## src/rtl/hsvrgb_pkg.sv

```systemverilog
package hsvrgb_pkg;

  // Field widths
  localparam int HueW   = 16;
  localparam int PctW   = 7;
  localparam int LevelW = 8;
  localparam int OffW   = 6;
  localparam int RemW   = 9;

  // Scale constants
  localparam logic [PctW-1:0] PCT_FULL = 7'd100;

  // floor(x/360) = (x * 11651) >> 22, exact for 16-bit x
  localparam logic [13:0] HUE_RECIP = 14'd11651;
  localparam int          HUE_SHIFT = 22;

  // floor(x/100) = (x * 5243) >> 19, exact for x <= 25500
  localparam logic [12:0] PCT_RECIP = 13'd5243;
  localparam int          PCT_SHIFT = 19;

  // floor(x/60) = (x * 17477) >> 20, exact for x <= 15045
  localparam logic [14:0] SEC_RECIP = 15'd17477;
  localparam int          SEC_SHIFT = 20;

  // Hue sector boundaries in degrees
  localparam logic [RemW-1:0] SEC1_BASE = 9'd60;
  localparam logic [RemW-1:0] SEC2_BASE = 9'd120;
  localparam logic [RemW-1:0] SEC3_BASE = 9'd180;
  localparam logic [RemW-1:0] SEC4_BASE = 9'd240;
  localparam logic [RemW-1:0] SEC5_BASE = 9'd300;

  // 60-degree hue sectors
  typedef enum logic [2:0] {
    SEC_RED_YEL  = 3'd0,
    SEC_YEL_GRN  = 3'd1,
    SEC_GRN_CYN  = 3'd2,
    SEC_CYN_BLU  = 3'd3,
    SEC_BLU_MAG  = 3'd4,
    SEC_MAG_RED  = 3'd5
  } sector_t;

  // Transfer from the level/hue front end to the mixing back end
  typedef struct packed {
    logic              valid;
    logic [LevelW-1:0] top;
    logic [LevelW-1:0] bot;
    sector_t           sector;
    logic [OffW-1:0]   offset;
  } front_out_t;

endpackage

```

## src/rtl/hsvrgb_front.sv

```systemverilog
module hsvrgb_front
  import hsvrgb_pkg::*;
(
  input  logic              clk,
  input  logic              rst,
  input  logic              in_valid,
  input  logic [HueW-1:0]   hue_degrees,
  input  logic [PctW-1:0]   saturation_pct,
  input  logic [PctW-1:0]   value_pct,
  output front_out_t        front_out
);

  // ---------------- stage 1: clamp, hue quotient, max level
  logic              s1_valid;
  logic [HueW-1:0]   s1_hue;
  logic [7:0]        s1_quot;
  logic [LevelW-1:0] s1_top;
  logic [PctW-1:0]   s1_inv_sat;

  logic [PctW-1:0]   sat_c;
  logic [PctW-1:0]   val_c;
  logic [14:0]       val_255;
  logic [29:0]       hue_prod;
  logic [26:0]       top_prod;

  always_comb begin
    sat_c    = (saturation_pct > PCT_FULL) ? PCT_FULL : saturation_pct;
    val_c    = (value_pct > PCT_FULL) ? PCT_FULL : value_pct;
    val_255  = {val_c, 8'b0} - 15'(val_c);
    hue_prod = 30'(hue_degrees) * 30'(HUE_RECIP);
    top_prod = 27'(val_255) * 27'(PCT_RECIP);
  end

  always_ff @(posedge clk) begin
    if (rst) begin
      s1_valid <= 1'b0;
    end else begin
      s1_valid <= in_valid;
    end
    s1_hue     <= hue_degrees;
    s1_quot    <= hue_prod[HUE_SHIFT +: 8];
    s1_top     <= top_prod[PCT_SHIFT +: LevelW];
    s1_inv_sat <= PCT_FULL - sat_c;
  end

  // ---------------- stage 2: hue mod 360, min level product
  logic              s2_valid;
  logic [RemW-1:0]   s2_rem;
  logic [LevelW-1:0] s2_top;
  logic [14:0]       s2_bot_prod;

  logic [HueW-1:0]   quot_360;
  logic [HueW-1:0]   rem_full;

  always_comb begin
    // 360 = 256 + 64 + 32 + 8
    quot_360 = (16'(s1_quot) << 8) + (16'(s1_quot) << 6)
             + (16'(s1_quot) << 5) + (16'(s1_quot) << 3);
    rem_full = s1_hue - quot_360;
  end

  always_ff @(posedge clk) begin
    if (rst) begin
      s2_valid <= 1'b0;
    end else begin
      s2_valid <= s1_valid;
    end
    s2_rem      <= rem_full[RemW-1:0];
    s2_top      <= s1_top;
    s2_bot_prod <= 15'(s1_top) * 15'(s1_inv_sat);
  end

  // ---------------- stage 3: min level, sector and offset
  logic [27:0]     bot_full;
  sector_t         sector_c;
  logic [RemW-1:0] base_c;
  logic [RemW-1:0] off_full;

  always_comb begin
    bot_full = 28'(s2_bot_prod) * 28'(PCT_RECIP);
    if (s2_rem >= SEC5_BASE) begin
      sector_c = SEC_MAG_RED;
      base_c   = SEC5_BASE;
    end else if (s2_rem >= SEC4_BASE) begin
      sector_c = SEC_BLU_MAG;
      base_c   = SEC4_BASE;
    end else if (s2_rem >= SEC3_BASE) begin
      sector_c = SEC_CYN_BLU;
      base_c   = SEC3_BASE;
    end else if (s2_rem >= SEC2_BASE) begin
      sector_c = SEC_GRN_CYN;
      base_c   = SEC2_BASE;
    end else if (s2_rem >= SEC1_BASE) begin
      sector_c = SEC_YEL_GRN;
      base_c   = SEC1_BASE;
    end else begin
      sector_c = SEC_RED_YEL;
      base_c   = '0;
    end
    off_full = s2_rem - base_c;
  end

  always_ff @(posedge clk) begin
    if (rst) begin
      front_out.valid <= 1'b0;
    end else begin
      front_out.valid <= s2_valid;
    end
    front_out.top    <= s2_top;
    front_out.bot    <= bot_full[PCT_SHIFT +: LevelW];
    front_out.sector <= sector_c;
    front_out.offset <= off_full[OffW-1:0];
  end

endmodule

```

## src/rtl/hsvrgb_mix.sv

```systemverilog
module hsvrgb_mix
  import hsvrgb_pkg::*;
(
  input  logic              clk,
  input  logic              rst,
  input  front_out_t        front_in,
  output logic              done,
  output logic [LevelW-1:0] red_level,
  output logic [LevelW-1:0] green_level,
  output logic [LevelW-1:0] blue_level
);

  // ---------------- stage 4: span times offset
  logic              s4_valid;
  logic [LevelW-1:0] s4_top;
  logic [LevelW-1:0] s4_bot;
  sector_t           s4_sector;
  logic [13:0]       s4_ramp_prod;

  logic [LevelW-1:0] span;

  assign span = front_in.top - front_in.bot;

  always_ff @(posedge clk) begin
    if (rst) begin
      s4_valid <= 1'b0;
    end else begin
      s4_valid <= front_in.valid;
    end
    s4_top       <= front_in.top;
    s4_bot       <= front_in.bot;
    s4_sector    <= front_in.sector;
    s4_ramp_prod <= 14'(span) * 14'(front_in.offset);
  end

  // ---------------- stage 5: ramp = product / 60
  logic              s5_valid;
  logic [LevelW-1:0] s5_top;
  logic [LevelW-1:0] s5_bot;
  sector_t           s5_sector;
  logic [LevelW-1:0] s5_ramp;

  logic [28:0]       ramp_full;

  assign ramp_full = 29'(s4_ramp_prod) * 29'(SEC_RECIP);

  always_ff @(posedge clk) begin
    if (rst) begin
      s5_valid <= 1'b0;
    end else begin
      s5_valid <= s4_valid;
    end
    s5_top    <= s4_top;
    s5_bot    <= s4_bot;
    s5_sector <= s4_sector;
    s5_ramp   <= ramp_full[SEC_SHIFT +: LevelW];
  end

  // ---------------- stage 6: six-way channel select
  logic [LevelW-1:0] up;
  logic [LevelW-1:0] down;
  logic [LevelW-1:0] red_next;
  logic [LevelW-1:0] green_next;
  logic [LevelW-1:0] blue_next;

  always_comb begin
    up   = s5_bot + s5_ramp;
    down = s5_top - s5_ramp;
    case (s5_sector)
      SEC_RED_YEL: begin
        red_next = s5_top; green_next = up;     blue_next = s5_bot;
      end
      SEC_YEL_GRN: begin
        red_next = down;   green_next = s5_top; blue_next = s5_bot;
      end
      SEC_GRN_CYN: begin
        red_next = s5_bot; green_next = s5_top; blue_next = up;
      end
      SEC_CYN_BLU: begin
        red_next = s5_bot; green_next = down;   blue_next = s5_top;
      end
      SEC_BLU_MAG: begin
        red_next = up;     green_next = s5_bot; blue_next = s5_top;
      end
      default: begin
        red_next = s5_top; green_next = s5_bot; blue_next = down;
      end
    endcase
  end

  always_ff @(posedge clk) begin
    if (rst) begin
      done <= 1'b0;
    end else begin
      done <= s5_valid;
    end
    red_level   <= red_next;
    green_level <= green_next;
    blue_level  <= blue_next;
  end

endmodule

```

## src/rtl/hsv_to_rgb_converter.sv

```systemverilog
// Channel   Transfer when        Signals
// input     start && !busy       hue_degrees, saturation_pct, value_pct
// result    done (one cycle)     red_level, green_level, blue_level
//
// One item may start every cycle; each passes through the six register stages
// around the reciprocal multipliers (hue / 360, level / 100 twice, ramp / 60)
// and the final select on its way from start to done.
// busy stays low: the pipeline never stalls since results cannot be held off.
// Synchronous reset clears the valid bits only; items in flight are dropped.
module hsv_to_rgb_converter
  import hsvrgb_pkg::*;
(
  input  logic              clk,
  input  logic              rst,
  input  logic              start,
  output logic              busy,
  input  logic [HueW-1:0]   hue_degrees,
  input  logic [PctW-1:0]   saturation_pct,
  input  logic [PctW-1:0]   value_pct,
  output logic              done,
  output logic [LevelW-1:0] red_level,
  output logic [LevelW-1:0] green_level,
  output logic [LevelW-1:0] blue_level
);

  front_out_t front;
  logic       accept;

  // Always ready
  assign busy   = 1'b0;
  assign accept = start && !busy;

  hsvrgb_front u_front (
    .clk            (clk),
    .rst            (rst),
    .in_valid       (accept),
    .hue_degrees    (hue_degrees),
    .saturation_pct (saturation_pct),
    .value_pct      (value_pct),
    .front_out      (front)
  );

  hsvrgb_mix u_mix (
    .clk         (clk),
    .rst         (rst),
    .front_in    (front),
    .done        (done),
    .red_level   (red_level),
    .green_level (green_level),
    .blue_level  (blue_level)
  );

endmodule

```

## config.mk

```make
export PLATFORM = sky130hd
export DESIGN_NAME = hsv_to_rgb_converter
export DESIGN_NICKNAME = d
export VERILOG_FILES = /design/src/rtl/hsvrgb_pkg.sv /design/src/rtl/hsvrgb_front.sv /design/src/rtl/hsvrgb_mix.sv /design/src/rtl/hsv_to_rgb_converter.sv
export SDC_FILE = /design/constraint.sdc
export NUM_CORES = 1
export LEC_CHECK = 0
export ABC_AREA = 1
export CORE_UTILIZATION = 40
export CTS_CLUSTER_DIAMETER = 50
export CTS_CLUSTER_SIZE = 14
export DETAILED_ROUTE_END_ITERATION = 10
export DONT_BUFFER_PORTS = 1
export GPL_TIMING_DRIVEN = 0
export PLACE_DENSITY_LB_ADDON = 0.12
export SYNTH_ARGS = -nofsm -noshare
export SYNTH_HDL_FRONTEND = slang
export SYNTH_SLANG_ARGS = --single-unit
```

## constraint.sdc

```tcl
create_clock -name clk -period 6.42 [get_ports clk]
set_input_delay 0.963 -clock clk [delete_from_list [all_inputs] [get_ports clk]]
set_output_delay 0.963 -clock clk [all_outputs]
set_load 0.01 [all_outputs]
```

==> summary.md <==
| Metric | Value |
|---|---|
| Worst r2r path cells | 24 |
| Req. time, crit path | 6760 ps |
| Fill count | 5837 |
| WL per Instance | 14.3 um |
| Yosys top cell by area | ha_1 |
| Initial core utilization | 40.6% |
| Max_cap viols | 0 |
| First-pass GRT wire length | 88.2 mm |
| WP data arrival | 6330 ps |
| Synth top area cells | ha_1 (25%), fa_1 (23%), dfxtp_1 (15%), inv_1 (12%), nand2_1 (7.3%) |
| Clock root cell | clkbuf_16 |
| Hpwl dp | 45.8 mm |
| Top cells by count, synth | inv_1 (746), ha_1 (476), nand2_1 (454) |
| Final ANT Viol Nets | 0 |
| Crit path kind | in2reg |
| H-tree depth | 4 |
| Area delta synth->final | 7.00% |
| Ys flop type | dfxtp_1 |
| Slew Limit Fails | 0 |
| Post-synth EDFFs | 0 |
| Slowest-stage cell, CP | fa_1 |
| Clock Skew | 11.6 ps |
| Clk pin slew, worst setup/hold paths | 70 ps |
| Initial antenna violation count | 0 |
| Slew headroom | 54.0% |
| GRT Util Overall | 18.3% |
| Wirelength, routed | 52.2 mm |
| Status | finished, final reports clean |
| Synth Register Bits | 177 |
| Crit path buf inv count | 6 |
| Hold path cells | 0 |
| Ys async rst share | 0% |
| Fin. Hold Viols | 0 |
| Net Count, Synth | 3617 |
| Minimum clock period | 5990 ps |
| CP delay by family, top | adder cells |
| Final Wtd Congestion | 0.880 |
| Total CTS buffers | 17 |
| Crit-path max FO | 9 |
| Util after Layout | 43.5% |
| Core Area | 0.0578 mm^2 |
| Setup-failing EPs final | 0 |
| Final worst-path cycle share | 93.3% |
| Tightest Pin Transition | 687 ps |
| Clock sinks | 177 |
| Syn avg cell area | 8.27 um^2 |
| Setup crit end kind | register |
| Via/cell ratio | 4.77 |
| Critical path launch point type | input pin |
| Vias in the first global route | 17900 |
| Hold Path Class | reg2reg |
| Critical path depth | 28 |
| Most numerous cell in the Yosys netlist | inv_1 |
| Hold slack | 328 ps |
| Worst skew pair latency | 450 ps |
| Top cell type's share of synthesized area | 25.4% |
| Sequential share of the synthesized area | 15.1% |
| RSZ-0062 raised after global routing | no |
| Design area | 0.0251 mm^2 |
| Hold buffer count at cts | 0 |
| # IOs | 59 |
| Fmax achieved | 167 MHz |
| Pin count of the biggest net entering global routing | 19 |
| CTS tree | yes |
| Die Wd | 244 um |
| Total grt overflow | 0 |
| Layout cell share with drive strength beyond 1 | 2.85% |
| Mapped cell area | 0.0235 mm^2 |
| Number of I/O port buffers | 0 |
| Routed via count | 17400 |
| Drt first pass iters | 6 |
| 1st-iter DRT viols | 769 |
| Synth Instances | 2840 |
| Nets | 3641 |
| Row Count | 88 |
| Cell variety after synth | 48 |
| Die area | 0.0597 mm^2 |
| Synth warn | 0 |
| Die height | 244 um |
| Number of inserted diodes | 0 |
| Residual DRC | 0 |
| Bufs on Longest Clock Path | 2 |
| Placed Area | 0.0244 mm^2 |
| CP most frequent cell | inv_1 |
| Slowest stage delay, CP | 540 ps |
-- sequential cells by signal (all words and copies together) (netlist names), 3 cells and up --
name                 flops
u_mix.s5_ramp            8
u_mix.blue_level         8
u_front.s1_hue           9
u_front.s2_rem           9
u_mix.s4_sector          3
u_front.s2_top           8
u_front.s2_bot_prod     15
u_mix.s5_bot             8
u_front.s1_quot          6
u_front.s1_inv_sat       7
u_mix.s4_ramp_prod      14
u_mix.s5_top             8
u_mix.green_level        8
u_mix.s4_top             8
u_mix.s4_bot             8
u_mix.s5_sector          3
u_front.s1_top           8
u_front.front_out       26
u_mix.red_level          8
-- path summary, 6_finish.rpt --
check                                           start                endpoint  slack [ps]
worst max register to register  u_front.front_out[17]  u_mix.s4_ramp_prod[13]        1770
worst min-delay path             u_front.front_out[6]      u_mix.s4_sector[0]         330
worst min register to register   u_front.front_out[6]      u_mix.s4_sector[0]         330
worst max-delay path                     value_pct[6]       u_front.s1_top[3]         430
-- cell type report --
type                       count  area [um^2]  share of cell area, %
multi-input combinational   1900        17100                   68.1
sequential                   177         3540                   14.1
inverter                     753         2830                   11.3
tap                          765          957                   3.81
clock buffer                  18          439                   1.75
clock inverter                14          160                  0.637
buffer                        10         42.5                  0.169
timing repair buffer           5         37.5                  0.149
-- logic make-up after synthesis --
kind of cell               count (synthesis)  share of synthesized area [%]
AOI/OAI and AO/OA                        274                           6.94
buffers and inverters                    763                           12.2
DFF                                      177                           15.1
adders and majority gates                744                           48.2
and+or+nand+nor                          797                           14.4
xor gates and xnor gates                  84                           3.13
other                                      1                         0.0160
-- per-stage QoR --
stage | cells | worst slack, ps | setup TNS (ps)
floorplan | 2840 | 217 | 0
finish | 3642 | 431 | 0
global route | 3642 | 51.5 | 0
CTS | 3637 | 25.0 | 0
global placement | 3605 | -732 | -4570
detailed placement | 3605 | -762 | -4760
-- metal layers --
metal  GRT usage [%]  vias to the layer above  wire (um)
li1                -                     8878          -
met1            25.4                     8171      25800
met2            30.7                      274      24100
met3            1.64                       36       1590
met4            3.82                        0        629
met5               0                        -          0
-- cell usage in the layout, fill, tap and decap left out, types with 7 or more instances in the layout --
cell | Yosys | routed
xnor2_1 | 22 | 22
nor3_1 | 19 | 18
ha_1 | 476 | 475
dfxtp_1 | 177 | 177
a21oi_1 | 109 | 108
o2111ai_1 | 12 | 12
clkbuf_1 | 8 | 8
inv_2 | 7 | 7
a211oi_1 | 9 | 9
o21ai_0 | 66 | 65
nand3_1 | 102 | 102
o21bai_1 | 9 | 9
a31oi_1 | 14 | 14
nand2_1 | 454 | 453
or2_2 | 7 | 7
clkbuf_16 | 0 | 17
xor2_1 | 62 | 62
a21o_1 | 21 | 21
inv_1 | 746 | 746
fa_1 | 268 | 268
nor2_1 | 155 | 155
nand4_1 | 30 | 30
-- repair_timing --
action,CTS,global route
pin swaps,0,5
setup endpoints to repair,7,8
resized for setup,2,9
buffers inserted,0,5
Power is not shown: default switching activity piles up to over one toggle a cycle in this logic, so the estimate is an artifact.
